==> src/sv/b14e_pkg.sv <==
package b14e_pkg;

    localparam logic [15:0] UNIT_BASE   = 16'h4E00;
    localparam logic [15:0] MARK_BASE   = 16'h3D00;
    localparam int          GROUP_BITS  = 14;
    localparam logic [2:0]  LAST_MOD    = 3'd6;   // bytes_mod_seven value before wrap
    localparam int          QUEUE_DEPTH_DEF = 4;

    // one code unit with its end-of-message flag
    typedef struct packed {
        logic [15:0] code_unit;
        logic        last_unit;
    } t_unit;

    // all units caused by one input byte, slot 0 leaves first
    typedef struct packed {
        t_unit [2:0] units;
        logic  [1:0] count;
    } t_job;

endpackage

==> src/sv/b14e_if.sv <==
interface b14e_byte_if;
    logic       valid;
    logic       ready;
    logic [7:0] data_byte;
    logic       last_byte;

    modport source (output valid, output data_byte, output last_byte, input ready);
    modport sink   (input valid, input data_byte, input last_byte, output ready);
endinterface

interface b14e_unit_if;
    logic        valid;
    logic        ready;
    logic [15:0] code_unit;
    logic        last_unit;

    modport source (output valid, output code_unit, output last_unit, input ready);
    modport sink   (input valid, input code_unit, input last_unit, output ready);
endinterface

==> src/sv/bytes_to_14bit_unit_encoder.sv <==
// A byte accepted by the front goes into the job queue, then its first unit into the
//   output register of the back end. Throughput: one byte per cycle in unless the
//   queue is full; 7 bytes give 4 units, a final byte adds up to 2 more. The single
//   unit register of the back end limits output to one unit a cycle while the sink is
//   ready; the job queue absorbs the bursts at message ends.
// Reset: synchronous, active low; clears bit state, byte count, queue and output valid.
module bytes_to_14bit_unit_encoder #(
    parameter int QUEUE_DEPTH = b14e_pkg::QUEUE_DEPTH_DEF
) (
    input  logic         i_clk,
    input  logic         i_rst_n,
    b14e_byte_if.sink    i_byte,
    b14e_unit_if.source  o_unit
);
    import b14e_pkg::*;

    // front -> queue
    logic  q_push;
    t_job  q_job;
    logic  q_full;
    // queue -> back
    logic  q_pop;
    logic  q_empty;
    t_job  q_head;

    // Front: packs bits, cuts 14-bit groups, builds the unit list for each byte
    // (group, padded tail, remainder marker) and pushes non-empty lists.
    b14e_front u_front (
        .i_clk   (i_clk),
        .i_rst_n (i_rst_n),
        .i_byte  (i_byte),
        .i_full  (q_full),
        .o_push  (q_push),
        .o_job   (q_job)
    );

    // Job queue lets the byte side keep moving while the unit side stalls.
    b14e_queue #(
        .DEPTH (QUEUE_DEPTH)
    ) u_queue (
        .i_clk   (i_clk),
        .i_rst_n (i_rst_n),
        .i_push  (q_push),
        .i_job   (q_job),
        .i_pop   (q_pop),
        .o_head  (q_head),
        .o_full  (q_full),
        .o_empty (q_empty)
    );

    // Back: walks the head job one unit a cycle into the output register while it is empty or taken.
    b14e_back u_back (
        .i_clk   (i_clk),
        .i_rst_n (i_rst_n),
        .i_empty (q_empty),
        .i_head  (q_head),
        .o_pop   (q_pop),
        .o_unit  (o_unit)
    );

    // no push into a full queue
    a_no_overflow: assert property (@(posedge i_clk) disable iff (!i_rst_n)
        q_push |-> !q_full)
        else $error("job pushed into full queue");

    // no pop from an empty queue
    a_no_underflow: assert property (@(posedge i_clk) disable iff (!i_rst_n)
        q_pop |-> !q_empty)
        else $error("job popped from empty queue");

    // every pushed job holds one to three units
    a_job_count: assert property (@(posedge i_clk) disable iff (!i_rst_n)
        q_push |-> (q_job.count == 2'd1 || q_job.count == 2'd2 || q_job.count == 2'd3))
        else $error("job with bad unit count");

    // output is idle right after reset
    a_reset_idle: assert property (@(posedge i_clk)
        !i_rst_n |=> !o_unit.valid)
        else $error("output valid after reset");

endmodule

==> src/sv/b14e_front.sv <==
module b14e_front (
    input  logic            i_clk,
    input  logic            i_rst_n,
    b14e_byte_if.sink       i_byte,
    input  logic            i_full,
    output logic            o_push,
    output b14e_pkg::t_job  o_job
);
    import b14e_pkg::*;

    logic [13:0] r_acc;
    logic [3:0]  r_held;
    logic [2:0]  r_mod;
    logic [13:0] n_acc;
    logic [3:0]  n_held;
    logic [2:0]  n_mod;

    logic        accept;
    logic [21:0] tmp;
    logic [4:0]  total;
    logic        full_grp;
    logic [3:0]  held;
    logic [13:0] grp;
    logic [13:0] rest;
    logic [13:0] pad_grp;
    logic [2:0]  rem;
    t_job        job;

    assign i_byte.ready = !i_full;
    assign accept       = i_byte.valid && !i_full;

    always_comb begin
        tmp      = {r_acc, i_byte.data_byte};
        total    = {1'b0, r_held} + 5'd8;
        full_grp = (total >= 5'(GROUP_BITS));
        grp      = '0;
        if (full_grp) begin
            held = 4'(total - 5'(GROUP_BITS));
            grp  = 14'(tmp >> held);
            rest = tmp[13:0] & ((14'd1 << held) - 14'd1);
        end else begin
            held = total[3:0];
            rest = tmp[13:0];
        end
        pad_grp = rest << (4'(GROUP_BITS) - held);
        rem     = (r_mod == LAST_MOD) ? 3'd0 : r_mod + 3'd1;
    end

    // unit list for this byte
    always_comb begin
        logic [1:0] k;
        k   = 2'd0;
        job = '0;
        if (full_grp) begin
            job.units[k] = '{code_unit: UNIT_BASE + {2'b00, grp}, last_unit: 1'b0};
            k = k + 2'd1;
        end
        if (i_byte.last_byte) begin
            if (rem == 3'd0) begin
                if (full_grp) begin
                    job.units[0].last_unit = 1'b1;
                end else begin
                    // cannot follow a consistent state; close with the held bits
                    job.units[k] = '{code_unit: UNIT_BASE + {2'b00, pad_grp}, last_unit: 1'b1};
                    k = k + 2'd1;
                end
            end else begin
                if (held != 4'd0) begin
                    job.units[k] = '{code_unit: UNIT_BASE + {2'b00, pad_grp},
                                     last_unit: 1'b0};
                    k = k + 2'd1;
                end
                job.units[k] = '{code_unit: MARK_BASE + {13'd0, rem}, last_unit: 1'b1};
                k = k + 2'd1;
            end
        end
        job.count = k;
    end

    assign o_job  = job;
    assign o_push = accept && (job.count != 2'd0);

    always_comb begin
        n_acc  = r_acc;
        n_held = r_held;
        n_mod  = r_mod;
        if (accept) begin
            if (i_byte.last_byte) begin
                n_acc  = '0;
                n_held = '0;
                n_mod  = '0;
            end else begin
                n_acc  = rest;
                n_held = held;
                n_mod  = rem;
            end
        end
    end

    always_ff @(posedge i_clk) begin
        if (!i_rst_n) begin
            r_acc  <= '0;
            r_held <= '0;
            r_mod  <= '0;
        end else begin
            r_acc  <= n_acc;
            r_held <= n_held;
            r_mod  <= n_mod;
        end
    end

endmodule

==> src/sv/b14e_queue.sv <==
module b14e_queue #(
    parameter int DEPTH = b14e_pkg::QUEUE_DEPTH_DEF
) (
    input  logic            i_clk,
    input  logic            i_rst_n,
    input  logic            i_push,
    input  b14e_pkg::t_job  i_job,
    input  logic            i_pop,
    output b14e_pkg::t_job  o_head,
    output logic            o_full,
    output logic            o_empty
);
    import b14e_pkg::*;

    localparam int PW = (DEPTH > 1) ? $clog2(DEPTH) : 1;
    localparam int CW = $clog2(DEPTH + 1);

    t_job          r_mem [DEPTH];
    logic [PW-1:0] r_wr_ptr;
    logic [PW-1:0] r_rd_ptr;
    logic [CW-1:0] r_count;
    logic [PW-1:0] n_wr_ptr;
    logic [PW-1:0] n_rd_ptr;
    logic [CW-1:0] n_count;

    assign o_full  = (r_count == CW'(DEPTH));
    assign o_empty = (r_count == '0);
    assign o_head  = r_mem[r_rd_ptr];

    always_comb begin
        n_wr_ptr = r_wr_ptr;
        n_rd_ptr = r_rd_ptr;
        n_count  = r_count;
        if (i_push) begin
            n_wr_ptr = (r_wr_ptr == PW'(DEPTH - 1)) ? '0 : r_wr_ptr + PW'(1);
        end
        if (i_pop) begin
            n_rd_ptr = (r_rd_ptr == PW'(DEPTH - 1)) ? '0 : r_rd_ptr + PW'(1);
        end
        if (i_push && !i_pop) begin
            n_count = r_count + CW'(1);
        end else if (i_pop && !i_push) begin
            n_count = r_count - CW'(1);
        end
    end

    always_ff @(posedge i_clk) begin
        if (i_push) begin
            r_mem[r_wr_ptr] <= i_job;
        end
    end

    always_ff @(posedge i_clk) begin
        if (!i_rst_n) begin
            r_wr_ptr <= '0;
            r_rd_ptr <= '0;
            r_count  <= '0;
        end else begin
            r_wr_ptr <= n_wr_ptr;
            r_rd_ptr <= n_rd_ptr;
            r_count  <= n_count;
        end
    end

endmodule

==> src/sv/b14e_back.sv <==
module b14e_back (
    input  logic            i_clk,
    input  logic            i_rst_n,
    input  logic            i_empty,
    input  b14e_pkg::t_job  i_head,
    output logic            o_pop,
    b14e_unit_if.source     o_unit
);
    import b14e_pkg::*;

    logic [1:0] r_idx;
    logic       r_valid;
    t_unit      r_unit;
    logic [1:0] n_idx;
    logic       n_valid;
    logic       load;
    logic       at_end;

    assign load   = !i_empty && (!r_valid || o_unit.ready);
    assign at_end = (r_idx == i_head.count - 2'd1);
    assign o_pop  = load && at_end;

    always_comb begin
        n_idx   = r_idx;
        n_valid = r_valid;
        if (load) begin
            n_idx   = at_end ? 2'd0 : r_idx + 2'd1;
            n_valid = 1'b1;
        end else if (o_unit.ready) begin
            n_valid = 1'b0;
        end
    end

    always_ff @(posedge i_clk) begin
        if (load) begin
            r_unit <= i_head.units[r_idx];
        end
    end

    always_ff @(posedge i_clk) begin
        if (!i_rst_n) begin
            r_idx   <= '0;
            r_valid <= 1'b0;
        end else begin
            r_idx   <= n_idx;
            r_valid <= n_valid;
        end
    end

    assign o_unit.valid     = r_valid;
    assign o_unit.code_unit = r_unit.code_unit;
    assign o_unit.last_unit = r_unit.last_unit;

endmodule
==> src/flat_wrapper.sv <==
// flat-port wrapper written by rule: the top's interface ports become plain ports
module bytes_to_14bit_unit_encoder_flat import b14e_pkg::*;
#(
    parameter int QUEUE_DEPTH = b14e_pkg::QUEUE_DEPTH_DEF
)
  (i_clk, i_rst_n, i_byte_valid, i_byte_data_byte, i_byte_last_byte, i_byte_ready, o_unit_valid, o_unit_code_unit, o_unit_last_unit, o_unit_ready);
  b14e_byte_if i_byte_i ();
  b14e_unit_if o_unit_i ();
  input  logic i_clk;
  input  logic i_rst_n;
  input wire logic [$bits(i_byte_i.valid)-1:0] i_byte_valid;
  input wire logic [$bits(i_byte_i.data_byte)-1:0] i_byte_data_byte;
  input wire logic [$bits(i_byte_i.last_byte)-1:0] i_byte_last_byte;
  output wire logic [$bits(i_byte_i.ready)-1:0] i_byte_ready;
  output wire logic [$bits(o_unit_i.valid)-1:0] o_unit_valid;
  output wire logic [$bits(o_unit_i.code_unit)-1:0] o_unit_code_unit;
  output wire logic [$bits(o_unit_i.last_unit)-1:0] o_unit_last_unit;
  input wire logic [$bits(o_unit_i.ready)-1:0] o_unit_ready;
  assign i_byte_i.valid = i_byte_valid;
  assign i_byte_i.data_byte = i_byte_data_byte;
  assign i_byte_i.last_byte = i_byte_last_byte;
  assign i_byte_ready = i_byte_i.ready;
  assign o_unit_valid = o_unit_i.valid;
  assign o_unit_code_unit = o_unit_i.code_unit;
  assign o_unit_last_unit = o_unit_i.last_unit;
  assign o_unit_i.ready = o_unit_ready;
  bytes_to_14bit_unit_encoder #(.QUEUE_DEPTH(QUEUE_DEPTH)) u_core (.i_clk(i_clk), .i_rst_n(i_rst_n), .i_byte(i_byte_i), .o_unit(o_unit_i));
endmodule
==> config.mk <==
export PLATFORM = sky130hd
export DESIGN_NAME = bytes_to_14bit_unit_encoder_flat
export DESIGN_NICKNAME = d
export VERILOG_FILES = /design/src/sv/b14e_pkg.sv /design/src/sv/b14e_if.sv /design/src/sv/bytes_to_14bit_unit_encoder.sv /design/src/sv/b14e_front.sv /design/src/sv/b14e_queue.sv /design/src/sv/b14e_back.sv /design/src/flat_wrapper.sv
export SDC_FILE = /design/constraint.sdc
export NUM_CORES = 1
export LEC_CHECK = 0
export BUFFER_PORTS_ARGS = -buffer_cell sky130_fd_sc_hd__buf_2
export CAP_MARGIN = 20
export CORE_UTILIZATION = 55
export CTS_BUF_LIST = sky130_fd_sc_hd__clkbuf_8
export DETAILED_ROUTE_END_ITERATION = 12
export PLACE_DENSITY = 0.81
export SLEW_MARGIN = 25
export SYNTH_ARGS = -nofsm -noshare
export SYNTH_HDL_FRONTEND = slang
export SYNTH_SLANG_ARGS = --single-unit
export TNS_END_PERCENT = 1
==> constraint.sdc <==
create_clock -name i_clk -period 6 [get_ports i_clk]
set_clock_uncertainty 0.15 [all_clocks]
set_input_delay 0.6 -clock i_clk [delete_from_list [all_inputs] [get_ports i_clk]]
set_output_delay 0.6 -clock i_clk [all_outputs]
set_load 0.02 [all_outputs]
## Word level (Yosys, flattened, before mapping)

Memories as Yosys holds them, arrays and structs flattened. A register that Yosys moved wholly into a read port is not among the register bits.
Index checks and enable logic that the tools add are counted.

| storage, ports and cells | value |
|---|---|
| flip-flop bits (word level) | 48 |
| bits in writable memories | 212 |
| input port bits | 13 |
| output and inout port bits | 19 |
| word-level logic and storage cells | 104 |
| memories kept | 1 |

Memory list:

| name | depth | width | rd ports | clocked after Yosys merged registers in | write ports | RTL line | RTL |
|---|---|---|---|---|---|---|---|
| u_core.u_queue.r_mem | 4 | 53 | 1 | 1 | 1 | b14e_queue.sv:18 | `t_job r_mem [DEPTH];` |

| operators by class | value |
|---|---|
| add/sub/neg operators | 16 |
| magnitude comparators | 6 |
| equality and inequality tests | 5 |
| shifts and indexed selects | 3 |
| multiplexer cells | 42 |
| bitwise logic cells | 1 |
| reduce and logical (&&, ||, !) cells | 20 |

Operators by type and width:

| kind | number |
|---|---|
| two-way mux 51 bit | 5 |
| bitwise mux 51 bit | 3 |
| demux 17 bit (select 2 bit) | 2 |
| two-way mux 17 bit | 4 |
| two-way mux 50 bit | 1 |
| two-way mux 14 bit | 3 |
| binary-select mux 17 bit (select 2 bit) | 1 |
| adder 15 x 14 -> 16 bit (first input constant) | 2 |
| two-way mux 2 bit | 11 |
| >> shifter 22 x 4 -> 14 bit | 1 |
| adder 14 x 3 -> 15 bit (first input constant) | 1 |
| bitwise AND 14 bit | 1 |
| left shift 1 x 4 -> 14 bit (first input constant) | 1 |
| left shift 14 x 4 -> 14 bit | 1 |
| subtractor 14 x 1 -> 14 bit (second input constant) | 1 |
| two-way mux 3 bit | 4 |
| adder 2 x 1 -> 2 bit (second input constant) | 5 |
| < comparator 2 x 3 -> 1 bit (second input constant) | 3 |
| logical AND 1 bit | 8 |
| two-way mux 4 bit | 2 |
| adder 3 x 1 -> 3 bit (second input constant) | 2 |
| == test 3 bit (second input constant) | 2 |
| logical NOT 3 bit | 2 |
| two-way mux 1 bit | 6 |
| 13 further kinds | 21 |

## Depth between registers and ports, before layout

Gate-level depths: netlist of run 1.

| logic depth | value |
|---|---|
| word-level depth | 16 |
| mapped depth | 16 |
| gate-level depth less buffers | 14 |

## Cells and area by module

A second synthesis of run 1 with hierarchy kept.

| unflattened totals | value |
|---|---|
| cells, all modules | 855 |
| area total of the unflattened synthesis | 12,416.9 µm² |

Modules (own cells, without submodules):

| module | instances | cells an instance | area each (µm²) | seq. area each (µm²) |
|---|---|---|---|---|
| b14e_queue | 1 | 321 | 8,169.1 | 6,546.3 |
| b14e_front | 1 | 438 | 3,194.3 | 400.4 |
| b14e_back | 1 | 96 | 1,053.5 | 570.5 |

## Worst setup path before layout of run 1

Ideal clock, no wire load.

| path | value |
|---|---|
| path type | flip-flop to flip-flop |
| start point | register u_core.u_front.r_held[1] |
| end point | memory u_core.u_queue.r_mem[0][16] in the netlist's numbering, data pin |
| setup time | 0.230 ns |
| data arrival time | 3.621 ns |
| required time | 5.620 ns |
| setup slack | 1.999 ns |
| cell stages (with the launch flop) | 16 |
| path buffers | 1 |
| period minus slack after synthesis | 4.001 ns |
| cells stage by stage | dfxtp_1 ha_1 inv_1 ha_1 buf_2 nand2_1 ha_1 mux2_1 a222oi_1 nor4_1 a31o_1 nor4_4 ha_1 nand3_1 and3_1 o311ai_1 |

RTL lines:

| what | RTL line | RTL |
|---|---|---|
| start: declaration | b14e_front.sv:12 | `logic [3:0] r_held;` |
| start signal: assignment | b14e_front.sv:107 | `r_held <= n_held;` |
| end: declaration | b14e_queue.sv:18 |  |

==> metrics.txt, run 1 <==
non-filler instance count after layout=1059; violation count after the first detailed-route iteration=730; Final ANT Viol Nets=0; overall routing resource usage=24.9%; total congestion overflow after global routing=0; Site Rows=49; max capacitance violation total=0; fraction of the mapped netlist area in simple logic gates=10.4%; Die Span Y=139 um; synth warn=0; Static Leakage=3.87 nW; total power draw=4.28 mW; I/O pin total=32; die area=about 19000 um2; complex-gate fraction of the synthesized area=10.6%; aggregate routed wire length=23200 um; H-tree depth reported by CTS=2; Num CTS Buffers=35; setup repair after global routing missed its margin=false; critical path launch point type=flip-flop; post-layout instance area=11300 um2; max incr delay on CP=just under 0.6 ns; Slew @ Worst Pin=0.945 ns; worst path arrival time=4.79 ns; xor-xnor portion of the synthesized cell area=less than 1%; drt pass-1 iters=7; number of global-route vias before repair=6542; slowest cell on the critical path=dfxtp_1; final-report hold violation count=0; required time of the critical path=between 6 and 7 ns; later-pin clock latency in the skew report=about 0.51 ns; Worst Setup End Kind=flip-flop; per-cell routed wire length=21.9 um; total half-perimeter wirelength after legalization and detailed placement=approximately 16000 um; Final min period=4.68 ns; area inside the core boundary=18200 um2; synth unique cells=75; post-CTS repair timing setup buffer count=0; combinational family with the most area after synthesis=multiplexers; pwr/cell area=379 nW/um2; number of buffers inserted for hold repair after clock tree synthesis=0; fraction of layout instances using a drive strength above 1=18.7%; initial core utilization=56.8%; status=completed; number of nets in the layout=837; CTS Root Cell=clkbuf_8; number of enable flip-flop cells after synthesis=between 150 and 200; number of cells in the design after placement=998; Buffers on Ports=31; maximum number of pins on one net before global-route repair=42; clock edge transition at the registers on the reported setup and hold paths=0.06 ns; post-layout utilization of the core=between 60 and 70%; smallest hold slack=0.237 ns; Max Transition Viols Final=0; type of the most critical hold path=in -> reg; number of antenna violations at the first check in global routing=0; CTS tree=yes; Adder-Cell Fraction of Synth Area=2.25%; wire length of the first global-routing pass=around 37000 um; sequential power share=45.0%; Post-route DRC=0; Sw Share=approximately a third; flops & latches, synth=209; number of antenna diodes=0; clock tree sinks=209; endpoints failing setup=0; cell-internal power=around 2.9 mW; synthesis-to-layout area growth=9.36%; via density per instance=6.44; CP max FO=12; maximum operating frequency=214 MHz; Bufs on Longest Clock Path=3; fraction of synthesis flops using an asynchronous set or reset pin=0%; net switching power=1.37 mW; worst slew margin relative to its limit=36.9%; post-synthesis instance area=just over 10000 um2; most common library cell in the layout ignoring fill and taps=edfxtp_1; crit path setup slack, layout=1.32 ns; cells along the critical path=ha_1, inv_1, ha_1, nand2_1, ha_1, mux2_1, a222oi_1, nor4_1, a31o_1, nor4_4, ha_1, nand3_1, and3_1, o311ai_1; placement-stage cell area=10700 um2; relative contribution of combinational cells to total power=28.2%; Peak VDD IR=0.203 mV; nets in the synthesized netlist=810; Worst Setup Slack post-DPL=approximately 1.4 ns; share of synthesized area spent on multiplexers=15.2%; class of the most critical setup path=reg -> reg; Vias=6823; GPL Wtd Cong=0.975; aggregate negative setup slack=0 ns; average size of a mapped cell=13.3 um2; most used cell, CP=ha_1; die span in x=139 um; Top FF cell, synth=edfxtp_1; sequential element share of the synthesized area=57.6%; number of gates given a new drive strength after cts=0; Post-Syn Instances=779; commonest non-fill, non-tap cells in the layout=edfxtp_1 (177), nand2_1 (51), nor2_1 (50); part of the total power dissipated in the clock network=between 20% and 30%; portion of the clock cycle consumed by the worst path in the final layout=78.0%
layer usage:
layer | vias to the layer above | GRT usage (%) | share of wire [%]
met3 | 53 | 4.32 | 5.9
met2 | 283 | 40.1 | 48
met1 | 3388 | 34.4 | 43
met4 | 0 | 8.65 | 2.6
met5 | - | 0 | 0
li1 | 3099 | - | -
area by class of cell:
| class | instances | area [um2] |
|---|---|---|
| fillers | 1315 | 6910 |
| flip-flops and latches | 209 | 5960 |
| multi-input cells | 491 | 4070 |
| clock buffers | 36 | 495 |
| well taps | 229 | 287 |
| repair buffers | 45 | 273 |
| clock inverters | 25 | 135 |
| inverters | 24 | 90.1 |
synthesized netlist by cell type (5+ instances only):
cell      number  area share [%]
nand2b_1       5            0.30
o31ai_1        6            0.44
a21boi_0       7            0.51
mux2i_1       36             3.5
nand2_1       51             1.9
a31oi_1        6            0.36
clkbuf_1      30             1.1
nor3_1        20            0.97
a211oi_1       9            0.65
nor3b_1        5            0.36
mux2_2         6            0.65
inv_1         24            0.87
o21ai_0       31             1.5
nor2b_1       24             1.5
a21oi_1       31             1.5
dfxtp_1       32             6.2
mux4_2        49              11
and2_1        17             1.0
nor4_1         5            0.30
buf_2         16            0.77
nor2_1        50             1.8
xor2_1         6            0.51
buf_1          8            0.29
nand3_1       10            0.48
o22ai_1       11            0.67
ha_1          17             2.1
a22oi_1        5            0.36
edfxtp_1     177              51
worst max-delay path, delay by kind of cell (launching register included):
family                   cells  cell delay (ns)
AND/OR/NAND/NOR              5             0.90
flip-flops                   1             0.58
buffers and inverters        1             0.04
multiplexers                 1             0.37
adder cells (fa/ha/maj)      4             1.17
AO/OA/AOI/OAI                3             1.21
state kept, by name, indices dropped and copies added, names as in the netlist, named ones only:
register                        flops
u_core.u_queue.r_mem              160
u_core.u_back.o_unit.code_unit     16
u_core.u_front.r_acc               14
u_core.u_front.r_held               3
u_core.u_front.r_mod                3
u_core.u_queue.r_count              3
u_core.u_back.r_idx                 2
u_core.u_queue.r_rd_ptr             2
u_core.u_queue.r_wr_ptr             2
u_core.u_back.o_unit.last_unit      1
u_core.u_back.o_unit.valid          1
cells by family after synthesis:
group	count (synthesis)
compound gates	160
xor+xnor	10
fa+ha+maj	18
buf+inv	79
flops	209
mux	93
other cells	1
simple gates	209
power groups by stage:
stage | Sequential (mW) | Clock (mW) | Combinational [mW]
after detailed placement | 1.95 | 0 | 1.20
final | 1.92 | 1.15 | 1.21
after CTS | 1.93 | 1.17 | 1.21
after floorplan | 2.01 | 0 | 0.814
after global routing | 1.94 | 1.23 | 1.31
after global placement | 1.94 | 0 | 1.18
path summary, 6_finish.rpt:
path / slack [ns] / to / cells past startpoint / from
setup / recovery: 1.32 / u_core.u_queue.r_mem[0][16]$_DFFE_PP_ / 14 / u_core.u_front.r_held[2]$_SDFFE_PN0P_
hold / removal: 0.24 / u_core.u_back.o_unit.valid$_SDFFE_PN0P_ / 4 / o_unit_ready
setup reg to reg: 1.32 / u_core.u_queue.r_mem[0][16]$_DFFE_PP_ / 14 / u_core.u_front.r_held[2]$_SDFFE_PN0P_
hold reg to reg: 0.34 / u_core.u_back.o_unit.valid$_SDFFE_PN0P_ / 2 / u_core.u_back.o_unit.valid$_SDFFE_PN0P_
No activity file was read; power rests on OpenSTA's default activity.
==> run 2, diff against run 1 <==
PLACE_DENSITY = 0.84   (was 0.81)
clock period = 4 ns   (was 6 ns; I/O delays follow)
==> run 2 against run 1 <==
The flow now finishes with violations (DRC). Highest routed layer unchanged. Fmax up 23%. Worst hold slack worse by 0.21 ns. Non-clock buffer count up 25. Critical endpoint is now u_core.u_queue.r_mem[0][32]$_DFFE_PP_. Combinational power up 57%. Register-to-register slack worse by 1.1 ns. Setup slack worse by 1.1 ns.
==> metrics.txt, run 2 (synthesized netlist as in run 1, its figures left out) <==
status=finished with violations; violated checks=DRC; CTS Root Cell=clkbuf_8; portion of the clock cycle consumed by the worst path in the final layout=95.0% (+17 points); required time of the critical path=4.09 ns (-2.02 ns); register with the most flip-flops=u_core.u_queue.r_mem; Num CTS Buffers=35 (unchanged); synthesis-to-layout area growth=11.5%; clock edge transition at the registers on the reported setup and hold paths=0.06 ns (about the same); violation count after the first detailed-route iteration=733 (+0.41%); number of nets in the layout=862 (+3.0%); CTS tree=yes; die area=19300 um2 (unchanged); drt pass-1 iters=9 (+2); later-pin clock latency in the skew report=0.52 ns (about the same); total half-perimeter wirelength after legalization and detailed placement=15900 um (+1.4%); GPL Wtd Cong=0.999 (+2.5%); most common library cell in the layout ignoring fill and taps=edfxtp_1; number of cells in the design after placement=1023 (+2.5%); worst slew margin relative to its limit=45.9% (+9.0 points); number of global-route vias before repair=6807 (+4.1%); number of antenna violations at the first check in global routing=0 (unchanged); Max Transition Viols Final=0 (unchanged); I/O pin total=32 (unchanged); post-layout utilization of the core=63.3% (+1.2 points); max incr delay on CP=0.52 ns (-0.06 ns); endpoints failing setup=0 (unchanged); Site Rows=49 (unchanged); Static Leakage=4.00 nW (+3.4%); setup repair after global routing missed its margin=true; number of fillers in the final layout=1269 (-3.5%); Final min period=3.80 ns (-0.877 ns); Bufs on Longest Clock Path=3 (unchanged); worst path arrival time=3.89 ns (-0.90 ns); pwr/cell area=560 nW/um2 (+48%); aggregate negative setup slack=0 ns (unchanged); Die Span Y=139 um (unchanged); type of the most critical hold path=in -> reg; slowest cell on the critical path=o31ai_1; max capacitance violation total=0 (unchanged); via density per instance=6.36 (-1.3%); cells along the critical path=ha_1, inv_1, ha_1, buf_4, nand2_1, inv_1, buf_4, o21ai_0, buf_4, o221a_2, and2_1, o2111a_1, o31ai_1; per-cell routed wire length=21.4 um (-2.5%); flip-flop count of the largest register, all copies and words added=160 (unchanged); class of the most critical setup path=reg -> reg; Slew @ Worst Pin=0.805 ns (-0.140 ns); H-tree depth reported by CTS=2 (unchanged); total congestion overflow after global routing=0 (unchanged); overall routing resource usage=24.6% (-0.25 points); die span in x=139 um (unchanged); number of antenna diodes=0 (unchanged); initial core utilization=56.8% (unchanged); total power draw=6.45 mW (+51%); smallest hold slack=0.0234 ns (-0.214 ns); Vias=6906 (+1.2%); clock tree sinks=209 (unchanged); aggregate routed wire length=23200 um (about the same); fraction of layout instances using a drive strength above 1=21.6% (+2.9 points); commonest non-fill, non-tap cells in the layout=edfxtp_1 (177), nand2_1 (51), nor2_1 (50); post-CTS repair timing setup buffer count=0 (unchanged); Worst Setup Slack post-DPL=0.0786 ns (-1.33 ns); post-layout instance area=11500 um2 (+1.9%); CP max FO=23 (+11); wire length of the first global-routing pass=36600 um (-0.58%); Buffers on Ports=31 (unchanged); area inside the core boundary=18200 um2 (unchanged); Worst Setup End Kind=flip-flop; final-report hold violation count=0 (unchanged); Peak VDD IR=0.306 mV (+51%); most used cell, CP=buf_4; crit path setup slack, layout=0.198 ns (-1.12 ns); Post-route DRC=1 (+1); critical path launch point type=flip-flop; placement-stage cell area=10900 um2 (+1.7%); minimum setup slack among reg-to-reg paths=0.20 ns (-1.12 ns); maximum number of pins on one net before global-route repair=41 (-2.4%); maximum operating frequency=263 MHz (+23%); Final ANT Viol Nets=0 (unchanged); non-filler instance count after layout=1086 (+2.5%)
==> run 2: worst max-delay path: cells and delay by family (launching register included) <==
family | cells | cell delay [ns]
DFF | 1 | 0.31
buffers and inverters | 5 | 0.85
AOI/OAI and AO/OA | 4 | 1.24
adders and majority gates | 2 | 0.62
and+or+nand+nor | 2 | 0.35
==> run 2: final timing paths <==
path	end	depth (start not counted)	start
worst max-delay path	u_core.u_queue.r_mem[0][32]$_DFFE_PP_	13	u_core.u_front.r_held[1]$_SDFFE_PN0P_
worst min register to register	u_core.u_back.o_unit.valid$_SDFFE_PN0P_	2	u_core.u_back.o_unit.valid$_SDFFE_PN0P_
worst min-delay path	u_core.u_back.o_unit.valid$_SDFFE_PN0P_	4	o_unit_ready
worst max register to register	u_core.u_queue.r_mem[0][32]$_DFFE_PP_	13	u_core.u_front.r_held[1]$_SDFFE_PN0P_
==> run 2: layer usage <==
layer / GRT usage, % / up-vias / wire, um
li1: - / 3142 / -
met1: 33.2 / 3371 / 9540
met2: 39.3 / 329 / 11100
met3: 3.76 / 64 / 1760
met4: 12.2 / 0 / 848
met5: 0 / - / 0
==> run 2: repair_timing <==
item / in CTS / in global routing
endpoints found under the setup margin: 0 / 20
hold buffers: 0 / 0
resized for setup: 0 / 4
==> run 2: power breakdown <==
group | leakage [nW] | internal, mW | switching (mW)
sequential | 1.88 | 2.76 | 0.0989
combinational | 1.76 | 0.744 | 1.15
clock | 0.368 | 0.896 | 0.799
total | 4.00 | 4.40 | 2.05
==> run 2: final cells by class <==
type	instances	area, um2	area share [%]
Sequential cell	209	5960	51.7
Clock buffer	39	537	4.66
Multi-Input combinational cell	491	4100	35.6
Tap cell	229	287	2.49
Timing Repair Buffer	70	448	3.89
Clock inverter	24	103	0.891
Inverter	24	90.1	0.782
==> run 3, diff against run 2 <==
==> constraint.sdc (replaced) <==
create_clock -name i_clk -period 4 [get_ports i_clk]
set_clock_uncertainty 0.15 [all_clocks]
set_input_delay 0.2 -clock i_clk [delete_from_list [all_inputs] [get_ports i_clk]]
set_output_delay 0.2 -clock i_clk [all_outputs]
set_load 0.02 [all_outputs]
==> run 3 against run 2 <==
The run still ends with DRC left. Final cell count grew 0.18%. Power about the same. Count of clock-buffer cells in the layout stayed put. First-iteration DRC count grew 1.4%. Fmax fell by 0.48%. Critical path depth stayed put. Global-route usage about the same. Flip-flop and latch count unchanged. Wire length up 0.15%. Die area is the same. Via count is 0.96% higher. Non-clock buffer count up 2. Critical endpoint unchanged.
==> metrics.txt, run 3 (synthesized netlist as in run 1, its figures left out) <==
status=finished with violations; violated checks=DRC; Static Leakage=4.01 nW (+0.21%); Num CTS Buffers=35 (unchanged); Post-route DRC=1 (unchanged); maximum operating frequency=262 MHz (-0.48%); portion of the clock cycle consumed by the worst path in the final layout=95.5% (+0.46 points); maximum number of pins on one net before global-route repair=41 (unchanged); flip-flop count of the largest register, all copies and words added=160 (unchanged); number of nets in the layout=864 (+0.23%); Final min period=3.82 ns (+0.0184 ns); number of global-route vias before repair=6824 (+0.25%); global-route met3 utilization=3.76% (unchanged); setup repair after global routing missed its margin=true; met2 global-route usage=39.4% (+0.11 points); synthesis-to-layout area growth=11.6%; Final ANT Viol Nets=0 (unchanged); post-CTS repair timing setup buffer count=0 (unchanged); commonest non-fill, non-tap cells in the layout=edfxtp_1 (177), nand2_1 (51), nor2_1 (50); total buffers and inverters traversed by the critical path=5 (unchanged); Bufs on Longest Clock Path=3 (unchanged); Buffers on Ports=31 (unchanged); aggregate routed wire length=23200 um (+0.15%); cells along the critical path=ha_1, inv_1, ha_1, buf_4, nand2_1, inv_1, buf_4, o21ai_0, buf_4, o221a_2, and2_1, o2111a_1, o31ai_1; met1 Use GR=33.2% (unchanged); total half-perimeter wirelength after legalization and detailed placement=15900 um (unchanged); number of cells in the design after placement=1023 (unchanged); area inside the core boundary=18200 um2 (unchanged); wire length of the first global-routing pass=36700 um (+0.15%); type of the most critical hold path=in -> reg; clock edge transition at the registers on the reported setup and hold paths=0.06 ns (about the same); Site Rows=49 (unchanged); later-pin clock latency in the skew report=0.52 ns (about the same); pwr/cell area=559 nW/um2 (-0.12%); Die Span Y=139 um (unchanged); drt pass-1 iters=10 (+1); Vias=6972 (+0.96%); max capacitance violation total=0 (unchanged); I/O pin total=32 (unchanged); per-cell routed wire length=21.4 um (about the same); register with the most flip-flops=u_core.u_queue.r_mem; max incr delay on CP=0.51 ns (about the same); required time of the critical path=4.09 ns (about the same); most common library cell in the layout ignoring fill and taps=edfxtp_1; H-tree depth reported by CTS=2 (unchanged); Max Transition Viols Final=0 (unchanged); via density per instance=6.41 (+0.77%); worst path arrival time=3.91 ns (+0.02 ns); number of antenna violations at the first check in global routing=0 (unchanged); number of fillers in the final layout=1267 (-0.16%); total congestion overflow after global routing=0 (unchanged); cell family contributing the most delay on the critical path=compound AO/OA/AOI/OAI gates; Worst Setup End Kind=flip-flop; worst slew margin relative to its limit=47.5% (+1.5 points); Peak VDD IR=0.306 mV (about the same); GPL Wtd Cong=0.999 (unchanged); most used cell, CP=buf_4; aggregate negative setup slack=0 ns (unchanged); violation count after the first detailed-route iteration=743 (+1.4%); critical path launch point type=flip-flop; die area=19300 um2 (unchanged); non-filler instance count after layout=1088 (+0.18%); CTS Root Cell=clkbuf_8; Slew @ Worst Pin=0.782 ns (-0.0228 ns); initial core utilization=56.8% (unchanged); total power draw=6.46 mW (about the same); clock tree sinks=209 (unchanged); fraction of layout instances using a drive strength above 1=21.5% (-0.050 points); endpoints failing setup=0 (unchanged); overall routing resource usage=24.7% (+0.031 points); CP max FO=23 (unchanged); final-report hold violation count=0 (unchanged); CTS tree=yes; slowest cell on the critical path=o31ai_1; number of antenna diodes=0 (unchanged); die span in x=139 um (unchanged); global routing's busiest layer=met2; class of the most critical setup path=reg -> reg
## run 3: changes by cell type in the layout (fill, tap and decap cells not counted)
cell / before / now
dlygate4sd3_1: 0 / 2
## run 3: repair_timing
| action | in CTS | in global routing |
|---|---|---|
| hold endpoints to repair | 2 | 0 |
| hold buffers | 2 | 0 |
| gates resized for setup | 0 | 4 |
| setup endpoints to repair | 0 | 20 |
## run 3: routing by layer
layer	vias to the layer above	wire, um
met5	-	0
met4	0	906
met3	74	1730
met2	349	11000
met1	3406	9600
li1	3143	-
## run 3: worst reg2reg max path, cell delays in order (launching register included)
cell      delay (ns)
dfxtp_1         0.31
ha_1            0.19
inv_1           0.06
ha_1            0.45
buf_4           0.23
nand2_1         0.17
inv_1           0.11
buf_4           0.30
o21ai_0         0.14
buf_4           0.17
o221a_2         0.32
and2_1          0.18
o2111a_1        0.26
o31ai_1         0.51
## run 3: path summary, 6_finish.rpt
check	from	cells past startpoint	to	slack [ns]
min reg2reg	u_core.u_queue.r_rd_ptr[0]$_SDFFE_PN0P_	2	flip-flop	0.37
min	i_rst_n	2	u_core.u_queue.r_count[2]$_SDFFE_PN0P_	0.01
max reg2reg	u_core.u_front.r_held[1]$_SDFFE_PN0P_	13	u_core.u_queue.r_mem[0][32]$_DFFE_PP_	0.18
max	u_core.u_front.r_held[1]$_SDFFE_PN0P_	13	u_core.u_queue.r_mem[0][32]$_DFFE_PP_	0.18
## run 3: layout make-up
type                            instances  area, um2  area share (%)
Clock buffer                           39        537            4.65
Clock inverter                         24        103           0.889
Inverter                               24       90.1           0.781
Multi-Input combinational cell        491       4100            35.5
Sequential cell                       209       5960            51.6
Tap cell                              229        287            2.48
Timing Repair Buffer                   72        468            4.06
## run 3: report_power, final
| group | leakage [nW] | internal, mW | switching, mW |
|---|---|---|---|
| logic | 1.76 | 0.745 | 1.16 |
| clock network | 0.368 | 0.896 | 0.799 |
| registers | 1.88 | 2.76 | 0.0985 |
| total | 4.01 | 4.40 | 2.05 |
## run 3: through the flow
step           util, %  worst slack, ns  instance area, um2  hold WS, ns
2_1_floorplan        -           0.0105               10300        0.239
3_3_place_gp      59.6            0.244               10900        0.325
3_5_place_dp      59.6           0.0786               10900        0.344
4_1_cts           63.2           0.0816               11500      0.00677
5_1_grt           63.4          -0.0580               11500       0.0357
6_report          63.4            0.180               11500       0.0104
